### src/dmsp_pkg.sv
`default_nettype none

package dmsp_pkg;

   // Depth of the result queue behind the parser; one byte can add two entries.
   localparam int QUEUE_DEPTH = 4;

   // Parser position within one angle.
   typedef enum logic [2:0] {
      P_START = 3'd0,
      P_DEG   = 3'd1,
      P_MIN   = 3'd2,
      P_SEC   = 3'd3,
      P_TAIL  = 3'd4,
      P_GAP   = 3'd5,
      P_DONE  = 3'd6
   } phase_type;

   // Sign letter seen for the current angle.
   typedef enum logic [1:0] {
      SIGN_NONE  = 2'd0,
      SIGN_MINUS = 2'd1,
      SIGN_PLUS  = 2'd2
   } sign_type;

   // Result status codes.
   typedef enum logic [3:0] {
      ST_OK        = 4'd0,
      ST_DEG_RANGE = 4'd1,
      ST_DEG_DIGIT = 4'd2,
      ST_DEG_SEP   = 4'd3,
      ST_MIN_RANGE = 4'd4,
      ST_MIN_DIGIT = 4'd5,
      ST_MIN_SEP   = 4'd6,
      ST_SEC_RANGE = 4'd7,
      ST_SEC_DIGIT = 4'd8,
      ST_SIGN      = 4'd9
   } status_type;

   // One result item.
   typedef struct packed {
      logic       which_angle;
      logic       negative;
      logic [7:0] degrees;
      logic [5:0] minutes;
      logic [5:0] seconds;
      status_type status;
      logic       last_of_run;
   } rsp_type;

   // Character codes.
   localparam logic [7:0] CH_NUL    = 8'h00;
   localparam logic [7:0] CH_SPACE  = 8'h20;
   localparam logic [7:0] CH_DOT    = 8'h2E;
   localparam logic [7:0] CH_QUOTE  = 8'h27;
   localparam logic [7:0] CH_DQUOTE = 8'h22;
   localparam logic [7:0] CH_ZERO   = 8'h30;
   localparam logic [7:0] CH_NINE   = 8'h39;
   localparam logic [7:0] CH_S      = 8'h53;
   localparam logic [7:0] CH_N      = 8'h4E;
   localparam logic [7:0] CH_W      = 8'h57;
   localparam logic [7:0] CH_E      = 8'h45;

   // Range limits.
   localparam logic [7:0] LAT_LIMIT = 8'd90;
   localparam logic [7:0] LON_LIMIT = 8'd180;
   localparam logic [7:0] MS_LIMIT  = 8'd60;

endpackage

`default_nettype wire

### src/dms_coordinate_text_parser_top.sv
// Coordinate text parser: reads a latitude and a longitude written in degrees,
// minutes and seconds, one text byte per beat.
// Input channel req_*: one byte per beat in req_tdata; byte 0 ends the string
// and returns the parser to the start of a latitude.
// Result channel rsp_*: one beat per completed angle or per first error.
// rsp_tuser says which angle, rsp_tlast marks the final result of one byte.
// A byte yields zero, one or two results; after an error or a finished
// longitude, bytes give nothing until byte 0 arrives.
// An accepted byte goes into the input register; the parse step then writes
// its results into the result queue, from which the receiver takes them.
// Throughput: one byte per cycle while two queue entries are free; a byte
// that gives two results needs two result beats.
// The four-entry result queue holds results while the receiver stalls;
// req_tready drops while the input register holds a byte and fewer than two
// entries are free.
// Reset (synchronous, active high) empties the queue and the input register
// and puts the parser at the start of a latitude with no sign seen.
`default_nettype none

module dms_coordinate_text_parser_top (
   input  wire logic        clock,
   input  wire logic        reset,
   // req_tdata: char_code[7:0]
   input  wire logic        req_tvalid,
   output logic             req_tready,
   input  wire logic [7:0]  req_tdata,
   // rsp_tdata: negative[0], degrees[8:1], minutes[14:9], seconds[20:15],
   // status[24:21], zero[31:25]
   output logic             rsp_tvalid,
   input  wire logic        rsp_tready,
   output logic [31:0]      rsp_tdata,
   // rsp_tuser: which_angle[0]
   output logic             rsp_tuser,
   output logic             rsp_tlast
);

   localparam int QUEUE_DEPTH = dmsp_pkg::QUEUE_DEPTH;
   localparam int PTR_W = (QUEUE_DEPTH > 1) ? $clog2(QUEUE_DEPTH) : 1;
   localparam int CNT_W = $clog2(QUEUE_DEPTH + 1);

   // Input register.
   logic                  in_valid_ff;
   logic [7:0]            in_char_ff;

   // Parser state.
   dmsp_pkg::phase_type   phase_ff, phase_in;
   logic                  angle_ff, angle_in;
   dmsp_pkg::sign_type    sign_ff, sign_in;
   logic [7:0]            deg_ff, deg_in;
   logic [7:0]            min_ff, min_in;
   logic [7:0]            sec_ff, sec_in;
   logic                  seen_ff, seen_in;

   // Result queue.
   dmsp_pkg::rsp_type     q_ff [QUEUE_DEPTH];
   logic [PTR_W-1:0]      wr_ptr_ff, wr_ptr_in;
   logic [PTR_W-1:0]      rd_ptr_ff, rd_ptr_in;
   logic [CNT_W-1:0]      count_ff, count_in;

   // Parse step signals.
   logic                  room;
   logic                  fire;
   logic                  pop;
   logic [1:0]            push_n;
   logic                  ch_ws;
   logic                  ch_digit;
   logic [3:0]            ch_val;
   logic                  ch_minus;
   logic                  ch_plus;
   logic                  start_now;
   logic                  num_now;
   logic                  tail_now;
   logic                  second_now;
   logic                  fail_now;
   logic                  complete_now;
   logic                  tail_sign;
   dmsp_pkg::status_type  fail_code;
   dmsp_pkg::phase_type   num_k;
   logic                  num_seen;
   logic [7:0]            num_acc;
   logic [7:0]            num_limit;
   dmsp_pkg::status_type  num_rng;
   dmsp_pkg::status_type  num_dig;
   logic [7:0]            num_next;
   logic                  r0_valid;
   logic                  r1_valid;
   dmsp_pkg::rsp_type     r0;
   dmsp_pkg::rsp_type     r1;
   dmsp_pkg::rsp_type     head;

   // Decimal accumulate with saturation at 255.
   function automatic logic [7:0] acc_step(input logic [7:0] acc, input logic [3:0] d);
      logic [11:0] v;
      v = {1'b0, acc, 3'b000} + {3'b000, acc, 1'b0} + {8'h00, d};
      return (v > 12'd255) ? 8'hFF : v[7:0];
   endfunction

   // Handshakes: the parse step runs when two queue entries are free.
   assign room       = count_ff <= CNT_W'(QUEUE_DEPTH - 2);
   assign fire       = in_valid_ff && room;
   assign req_tready = !in_valid_ff || room;
   assign rsp_tvalid = count_ff != '0;
   assign pop        = rsp_tvalid && rsp_tready;

   // Input register.
   always_ff @(posedge clock) begin
      if (reset) begin
         in_valid_ff <= 1'b0;
      end else if (req_tready) begin
         in_valid_ff <= req_tvalid;
      end
   end

   always_ff @(posedge clock) begin
      if (req_tvalid && req_tready) begin
         in_char_ff <= req_tdata;
      end
   end

   // Character classes.
   assign ch_ws    = (in_char_ff != dmsp_pkg::CH_NUL) && (in_char_ff <= dmsp_pkg::CH_SPACE);
   assign ch_digit = (in_char_ff >= dmsp_pkg::CH_ZERO) && (in_char_ff <= dmsp_pkg::CH_NINE);
   assign ch_val   = 4'(in_char_ff - dmsp_pkg::CH_ZERO);
   assign ch_minus = in_char_ff == (angle_ff ? dmsp_pkg::CH_W : dmsp_pkg::CH_S);
   assign ch_plus  = in_char_ff == (angle_ff ? dmsp_pkg::CH_E : dmsp_pkg::CH_N);

   // Number being read: minutes or seconds in their own phases, else degrees.
   assign num_k = ((phase_ff == dmsp_pkg::P_MIN) || (phase_ff == dmsp_pkg::P_SEC))
                  ? phase_ff : dmsp_pkg::P_DEG;

   // Accumulator, limit and error codes of the number being read.
   always_comb begin
      unique case (num_k)
         dmsp_pkg::P_MIN: begin
            num_acc   = min_ff;
            num_limit = dmsp_pkg::MS_LIMIT;
            num_rng   = dmsp_pkg::ST_MIN_RANGE;
            num_dig   = dmsp_pkg::ST_MIN_DIGIT;
         end
         dmsp_pkg::P_SEC: begin
            num_acc   = sec_ff;
            num_limit = dmsp_pkg::MS_LIMIT;
            num_rng   = dmsp_pkg::ST_SEC_RANGE;
            num_dig   = dmsp_pkg::ST_SEC_DIGIT;
         end
         default: begin
            num_acc   = deg_ff;
            num_limit = angle_ff ? dmsp_pkg::LON_LIMIT : dmsp_pkg::LAT_LIMIT;
            num_rng   = dmsp_pkg::ST_DEG_RANGE;
            num_dig   = dmsp_pkg::ST_DEG_DIGIT;
         end
      endcase
   end

   assign num_next = acc_step(num_acc, ch_val);

   // Parse step: next state and up to two results for the registered byte.
   always_comb begin
      phase_in     = phase_ff;
      angle_in     = angle_ff;
      sign_in      = sign_ff;
      deg_in       = deg_ff;
      min_in       = min_ff;
      sec_in       = sec_ff;
      seen_in      = seen_ff;
      start_now    = (phase_ff == dmsp_pkg::P_START)
                     || ((phase_ff == dmsp_pkg::P_GAP) && !ch_ws);
      num_now      = 1'b0;
      num_seen     = seen_ff;
      tail_now     = 1'b0;
      tail_sign    = 1'b0;
      second_now   = 1'b0;
      fail_now     = 1'b0;
      fail_code    = dmsp_pkg::ST_OK;
      complete_now = 1'b0;
      r0_valid     = 1'b0;
      r1_valid     = 1'b0;

      // Start of an angle: a leading sign letter, else straight into degrees.
      if (start_now) begin
         phase_in = dmsp_pkg::P_DEG;
         seen_in  = 1'b0;
         if (ch_minus) begin
            sign_in = dmsp_pkg::SIGN_MINUS;
         end else if (ch_plus) begin
            sign_in = dmsp_pkg::SIGN_PLUS;
         end else begin
            num_now  = 1'b1;
            num_seen = 1'b0;
         end
      end else if ((phase_ff == dmsp_pkg::P_DEG) || (phase_ff == dmsp_pkg::P_MIN)
                   || (phase_ff == dmsp_pkg::P_SEC)) begin
         num_now = 1'b1;
      end else if (phase_ff == dmsp_pkg::P_TAIL) begin
         tail_now = 1'b1;
      end

      // Number field: skip blanks, gather digits, then check what ended it.
      if (num_now) begin
         if (!num_seen && ch_ws) begin
            phase_in = num_k;
         end else if (ch_digit) begin
            seen_in = 1'b1;
            unique case (num_k)
               dmsp_pkg::P_MIN: min_in = num_next;
               dmsp_pkg::P_SEC: sec_in = num_next;
               default:         deg_in = num_next;
            endcase
         end else if (num_acc > num_limit) begin
            fail_now  = 1'b1;
            fail_code = num_rng;
         end else if (!num_seen) begin
            fail_now  = 1'b1;
            fail_code = num_dig;
         end else begin
            seen_in = 1'b0;
            unique case (num_k)
               dmsp_pkg::P_DEG: begin
                  if ((in_char_ff == dmsp_pkg::CH_SPACE) || (in_char_ff == dmsp_pkg::CH_DOT)) begin
                     phase_in = dmsp_pkg::P_MIN;
                  end else begin
                     fail_now  = 1'b1;
                     fail_code = dmsp_pkg::ST_DEG_SEP;
                  end
               end
               dmsp_pkg::P_MIN: begin
                  if ((in_char_ff == dmsp_pkg::CH_SPACE) || (in_char_ff == dmsp_pkg::CH_DOT)
                      || (in_char_ff == dmsp_pkg::CH_QUOTE)) begin
                     phase_in = dmsp_pkg::P_SEC;
                  end else begin
                     fail_now  = 1'b1;
                     fail_code = dmsp_pkg::ST_MIN_SEP;
                  end
               end
               default: begin
                  if (sign_ff != dmsp_pkg::SIGN_NONE) begin
                     // Leading sign given: the angle is complete now, and the
                     // same byte may already start the longitude.
                     complete_now = 1'b1;
                     second_now   = !angle_ff && (in_char_ff != dmsp_pkg::CH_DQUOTE) && !ch_ws;
                  end else begin
                     phase_in = dmsp_pkg::P_TAIL;
                     tail_now = in_char_ff != dmsp_pkg::CH_DQUOTE;
                  end
               end
            endcase
         end
      end

      // Trailing sign letter.
      if (tail_now) begin
         if (ch_ws) begin
            phase_in = dmsp_pkg::P_TAIL;
         end else if (ch_minus || ch_plus) begin
            tail_sign    = 1'b1;
            complete_now = 1'b1;
         end else begin
            fail_now  = 1'b1;
            fail_code = dmsp_pkg::ST_SIGN;
         end
      end

      // First result: an error or a completed angle.
      r0.which_angle = angle_ff;
      r0.negative    = 1'b0;
      r0.degrees     = 8'd0;
      r0.minutes     = 6'd0;
      r0.seconds     = 6'd0;
      r0.status      = fail_code;
      r0.last_of_run = 1'b1;
      if (fail_now) begin
         r0_valid = 1'b1;
         phase_in = dmsp_pkg::P_DONE;
      end
      if (complete_now) begin
         r0_valid    = 1'b1;
         r0.negative = tail_sign ? ch_minus : (sign_ff == dmsp_pkg::SIGN_MINUS);
         r0.degrees  = deg_ff;
         r0.minutes  = min_ff[5:0];
         r0.seconds  = sec_ff[5:0];
         r0.status   = dmsp_pkg::ST_OK;
         if (!angle_ff) begin
            angle_in = 1'b1;
            sign_in  = dmsp_pkg::SIGN_NONE;
            deg_in   = 8'd0;
            min_in   = 8'd0;
            sec_in   = 8'd0;
            seen_in  = 1'b0;
            phase_in = dmsp_pkg::P_GAP;
         end else begin
            phase_in = dmsp_pkg::P_DONE;
         end
      end

      // Second result: the byte that ended the latitude seconds cannot begin
      // the longitude unless it is a longitude sign letter.
      r1.which_angle = 1'b1;
      r1.negative    = 1'b0;
      r1.degrees     = 8'd0;
      r1.minutes     = 6'd0;
      r1.seconds     = 6'd0;
      r1.status      = dmsp_pkg::ST_DEG_DIGIT;
      r1.last_of_run = 1'b1;
      if (second_now) begin
         if (in_char_ff == dmsp_pkg::CH_W) begin
            sign_in  = dmsp_pkg::SIGN_MINUS;
            phase_in = dmsp_pkg::P_DEG;
         end else if (in_char_ff == dmsp_pkg::CH_E) begin
            sign_in  = dmsp_pkg::SIGN_PLUS;
            phase_in = dmsp_pkg::P_DEG;
         end else begin
            r1_valid = 1'b1;
            phase_in = dmsp_pkg::P_DONE;
         end
      end
      r0.last_of_run = !r1_valid;

      // End of string: back to the start of a latitude.
      if (in_char_ff == dmsp_pkg::CH_NUL) begin
         phase_in = dmsp_pkg::P_START;
         angle_in = 1'b0;
         sign_in  = dmsp_pkg::SIGN_NONE;
         deg_in   = 8'd0;
         min_in   = 8'd0;
         sec_in   = 8'd0;
         seen_in  = 1'b0;
      end
   end

   // Parser state register.
   always_ff @(posedge clock) begin
      if (reset) begin
         phase_ff <= dmsp_pkg::P_START;
         angle_ff <= 1'b0;
         sign_ff  <= dmsp_pkg::SIGN_NONE;
         deg_ff   <= 8'd0;
         min_ff   <= 8'd0;
         sec_ff   <= 8'd0;
         seen_ff  <= 1'b0;
      end else if (fire) begin
         phase_ff <= phase_in;
         angle_ff <= angle_in;
         sign_ff  <= sign_in;
         deg_ff   <= deg_in;
         min_ff   <= min_in;
         sec_ff   <= sec_in;
         seen_ff  <= seen_in;
      end
   end

   // Result queue pointers and fill count.
   assign push_n    = fire ? ({1'b0, r0_valid} + {1'b0, r1_valid}) : 2'd0;
   assign wr_ptr_in = wr_ptr_ff + PTR_W'(push_n);
   assign rd_ptr_in = rd_ptr_ff + PTR_W'(pop);
   assign count_in  = count_ff + CNT_W'(push_n) - CNT_W'(pop);

   always_ff @(posedge clock) begin
      if (reset) begin
         wr_ptr_ff <= '0;
         rd_ptr_ff <= '0;
         count_ff  <= '0;
      end else begin
         wr_ptr_ff <= wr_ptr_in;
         rd_ptr_ff <= rd_ptr_in;
         count_ff  <= count_in;
      end
   end

   // Queue storage; the second result goes in behind the first.
   always_ff @(posedge clock) begin
      if (fire && r0_valid) begin
         q_ff[wr_ptr_ff] <= r0;
      end
      if (fire && r1_valid) begin
         q_ff[wr_ptr_ff + PTR_W'(1)] <= r1;
      end
   end

   // Result beat from the queue head.
   assign head      = q_ff[rd_ptr_ff];
   assign rsp_tdata = {7'd0, head.status, head.seconds, head.minutes, head.degrees,
                       head.negative};
   assign rsp_tuser = head.which_angle;
   assign rsp_tlast = head.last_of_run;

   // The queue never holds more than its depth.
   a_count_bound: assert property (@(posedge clock) disable iff (reset)
      count_ff <= CNT_W'(QUEUE_DEPTH))
      else $error("result queue count beyond depth");

   // A parse step never pushes into a full queue.
   a_no_overflow: assert property (@(posedge clock) disable iff (reset)
      fire |-> ({1'b0, count_ff} + (CNT_W + 1)'(push_n)) <= (CNT_W + 1)'(QUEUE_DEPTH))
      else $error("result queue overflow");

   // Two results from one byte: a finished latitude, then a longitude error.
   a_pair_shape: assert property (@(posedge clock) disable iff (reset)
      (fire && r1_valid) |-> (r0_valid && !angle_ff && (r0.status == dmsp_pkg::ST_OK)
                              && !r0.last_of_run))
      else $error("unexpected result pair");

   // Byte 0 returns the parser to the start of a latitude.
   a_nul_resets: assert property (@(posedge clock) disable iff (reset)
      (fire && (in_char_ff == dmsp_pkg::CH_NUL))
      |=> ((phase_ff == dmsp_pkg::P_START) && !angle_ff))
      else $error("byte 0 did not reset the parser");

   // Once done, the parser stays done until byte 0.
   a_done_holds: assert property (@(posedge clock) disable iff (reset)
      ((phase_ff == dmsp_pkg::P_DONE) && !(fire && (in_char_ff == dmsp_pkg::CH_NUL)))
      |=> (phase_ff == dmsp_pkg::P_DONE))
      else $error("parser left the done phase");

endmodule

`default_nettype wire
### config.mk
export PLATFORM = sky130hd
export DESIGN_NAME = dms_coordinate_text_parser_top
export DESIGN_NICKNAME = d
export VERILOG_FILES = /design/src/dmsp_pkg.sv /design/src/dms_coordinate_text_parser_top.sv
export SDC_FILE = /design/constraint.sdc
export NUM_CORES = 1
export LEC_CHECK = 0
export BUFFER_PORTS_ARGS = -buffer_cell sky130_fd_sc_hd__buf_4
export CELL_PAD_IN_SITES_DETAIL_PLACEMENT = 1
export CELL_PAD_IN_SITES_GLOBAL_PLACEMENT = 1
export CORE_MARGIN = 2
export CORE_UTILIZATION = 49
export CTS_BUF_LIST = sky130_fd_sc_hd__clkbuf_8
export CTS_CLUSTER_SIZE = 24
export DETAILED_ROUTE_END_ITERATION = 10
export GPL_ROUTABILITY_DRIVEN = 0
export PLACE_DENSITY_LB_ADDON = 0.1
export SLEW_MARGIN = 20
export SYNTH_ARGS = -nofsm -noshare
export SYNTH_HDL_FRONTEND = slang
export SYNTH_SLANG_ARGS = --single-unit
### constraint.sdc
create_clock -name clock -period 7.37 [get_ports clock]
set_clock_uncertainty 0.2 [all_clocks]
set_input_delay 1.474 -clock clock [delete_from_list [all_inputs] [get_ports clock]]
set_output_delay 1.474 -clock clock [all_outputs]
set_load 0.005 [all_outputs]
==> impl_metrics.env <==
export IMPL_status="completed"
export IMPL_endpoint_kind="flip-flop"
export IMPL_cellLeakagePower_nw=3.27
export IMPL_std_cell_rows=47
export IMPL_drtAntennaViolNets=0
export IMPL_layout_drive_gt1_share=0.152
export IMPL_final_nets=958
export IMPL_dp_cells=1117
export IMPL_maxSlewHeadroom=0.182
export IMPL_seqCellArea_um2=3180
export IMPL_ys_async_sr_fraction=0
export IMPL_post_route_period_util=0.802
export IMPL_postCtsSetupRepairBufs=0
export IMPL_via_per_inst=6.37
export IMPL_drt_wl_total_um=25900
export IMPL_maxCapViolCount=0
export IMPL_ys_flop_type="dfxtp_1"
export IMPL_cts_made_buffers=17
export IMPL_cp_start_kind="flip-flop"
export IMPL_die_width_um=134
export IMPL_hold_class="flip-flop to flip-flop"
export IMPL_synth_top_area_cell="dfxtp_1"
export IMPL_fp_dieH_um=134
export IMPL_rsz0062_at_grt="false"
export IMPL_post_synth_top_count_cell="dfxtp_1"
export IMPL_yosysWarnings=0
export IMPL_report_final_setup_viol=0
export IMPL_antenna_found_initial=0
export IMPL_timing_worst_setup_path_type="flip-flop to flip-flop"
export IMPL_ios=48
export IMPL_fin_tns_setup_ns=0
export IMPL_stdcell_area_um2=8920
export IMPL_tritoncts="built"
export IMPL_max_clock_freq_mhz=169
export IMPL_syn_to_final_growth_pct=8.44
export IMPL_synth_edf_count=8
export IMPL_dpl_cell_area_um2=8510
export IMPL_ys_seq_area_frac=0.387
export IMPL_hold_viol_final=0
export IMPL_powerDensity_nw_per_um2=231
export IMPL_initial_core_util=0.498
export IMPL_coreArea_um2=16500
export IMPL_cp_arrival_ns=6.08
export IMPL_dp_hpwl_um=17400
export IMPL_drt_iter0_markers=681
export IMPL_clock_sinks=155
export IMPL_clkTransAtPathRegs_ns=0.09
export IMPL_vdd_drop_max_uv=130
export IMPL_synth_commonest_cells="dfxtp_1 (147), nand2_1 (135), a21oi_1 (108)"
export IMPL_insertion_delay_ns=0.48
export IMPL_multi_input_area_um2=4640
export IMPL_fillers=1926
export IMPL_port_buffers=40
export IMPL_avgSynthCellArea_um2=8.99
export IMPL_drv_slew=0
export IMPL_synth_top_area_frac=0.358
export IMPL_grt_max_degree=50
export IMPL_synth_cells=915
export IMPL_syn_area_um2=8230
export IMPL_ys_types=73
export IMPL_grt_usage=0.298
export IMPL_grt_pass1_vias=7667
export IMPL_die_area_um2=17800
export IMPL_stdcell_count=1149
export IMPL_postCtsHoldBufs=0
export IMPL_synth_area_leaders="dfxtp_1 (36%), mux4_2 (7.4%), a21oi_1 (6.6%)"
export IMPL_num_antenna_cells=0
export IMPL_grt_pass1_wl_um=41600
export IMPL_worst_slew_pin_slew_ns=1.20
export IMPL_root_buffer="clkbuf_8"
export IMPL_cts_htree_levels=4
export IMPL_crit_fanout=23
export IMPL_required_ns=7.53
export IMPL_vias=7318
export IMPL_period_needed_ns=5.91
export IMPL_cts_resized=0
export IMPL_firstDrtPassIters=5
export IMPL_ys_ff_latch=155
export IMPL_drc_errors=0
export IMPL_routedWlPerCell_um=22.5
export IMPL_cts_buffer_depth=2
export IMPL_overflow=0
cell usage in the layout (no fill, tap or decap), types with 4 or more instances in the layout:
master | synthesis | final
a211oi_1 | 8 | 8
a21o_1 | 5 | 5
a21oi_1 | 108 | 108
a22o_1 | 7 | 7
a31oi_1 | 5 | 5
and2_1 | 5 | 5
and3_1 | 12 | 9
buf_4 | 7 | 49
clkbuf_8 | 0 | 18
conb_1 | 1 | 7
dfxtp_1 | 147 | 146
edfxtp_1 | 8 | 8
ha_1 | 27 | 27
inv_1 | 13 | 13
inv_6 | 0 | 6
mux2_2 | 5 | 5
mux2i_1 | 9 | 9
mux4_2 | 27 | 27
nand2_1 | 135 | 134
nand2b_1 | 10 | 10
nand3_1 | 104 | 104
nor2_1 | 38 | 37
nor2b_1 | 10 | 10
nor3_1 | 14 | 13
o211ai_1 | 7 | 7
o21a_1 | 4 | 4
o21ai_0 | 21 | 21
o21bai_1 | 8 | 8
o2bb2ai_1 | 18 | 18
o31a_4 | 4 | 4
o31ai_1 | 6 | 6
o31ai_4 | 4 | 4
or3_1 | 7 | 7
xnor2_1 | 7 | 7
xor2_1 | 4 | 4
stage by stage:
step / worst slack (ns) / hold slack, ns / utilization / total power [mW]
after detailed placement: 1.55 / 0.249 / 0.515 / 1.40
after global placement: 1.77 / 0.238 / 0.515 / 1.38
after global routing: 1.12 / 0.281 / 0.540 / 2.15
after floorplan: 2.07 / 0.232 / - / 1.26
final: 1.46 / 0.263 / 0.540 / 2.06
after CTS: 1.53 / 0.262 / 0.540 / 2.07
routing by layer:
metal | GRT usage | up-vias | share of wire | wire length (um)
met5 | 0 | - | 0 | 0
met4 | 0.105 | 0 | 0.018 | 474
li1 | - | 3342 | - | -
met1 | 0.388 | 3703 | 0.44 | 11400
met2 | 0.504 | 229 | 0.49 | 12600
met3 | 0.0491 | 44 | 0.054 | 1390
sequential cells by signal, indices dropped and copies added (netlist names):
register / count
in_char_ff: 8
rd_ptr_ff: 2
count_ff: 3
q_ff: 108
in_valid_ff: 1
deg_ff: 8
sec_ff: 8
sign_ff: 2
wr_ptr_ff: 2
seen_ff: 1
min_ff: 8
phase_ff: 3
angle_ff: 1
critical path: stages, from the launching register on:
cell	delay (ns)
dfxtp_1	0.78
nand2b_1	0.58
o21ai_0	0.34
ha_1	0.39
nor2b_1	0.14
o21a_1	0.13
o211ai_1	0.10
a22oi_1	0.78
nor4b_4	0.25
or3_1	0.50
ha_1	0.29
and3_1	0.16
inv_1	0.05
ha_1	0.27
inv_1	0.04
ha_1	0.19
fa_1	0.38
xnor2_1	0.17
nor2_1	0.06
kinds of logic (layout without fill, tap and decap cells):
logic type,Yosys count,count (layout),share of synthesized area
simple gates,356,356,0.208
xor+xnor,11,11,0.0117
mux,41,41,0.0917
other cells,1,7,0.000456
compound gates,235,235,0.199
fa+ha+maj,30,30,0.0484
buf+inv,86,94,0.0535
flops,155,155,0.387
area by class of cell:
| class | instances | share of cell area |
|---|---|---|
| clock buffer | 18 | 0.0278 |
| timing repair buffer | 49 | 0.0412 |
| inverter | 13 | 0.00547 |
| multi-input combinational | 680 | 0.520 |
| clock inverter | 14 | 0.0177 |
| tap | 220 | 0.0308 |
| sequential | 155 | 0.357 |
power breakdown:
group | leakage, nW | internal [mW] | switching (mW)
combinational | 1.80 | 0.180 | 0.245
clock | 0.203 | 0.317 | 0.363
sequential | 1.27 | 0.902 | 0.0539
total | 3.27 | 1.40 | 0.662
worst paths after layout:
path,cells past startpoint,end,start,slack [ns]
min,2,q_ff[2][15],q_ff[2][15],0.26
min reg2reg,2,q_ff[2][15],q_ff[2][15],0.26
max reg2reg,18,count_ff[2],phase_ff[2],1.46
max,18,count_ff[2],phase_ff[2],1.46
Power figures use the tool's default switching activity.
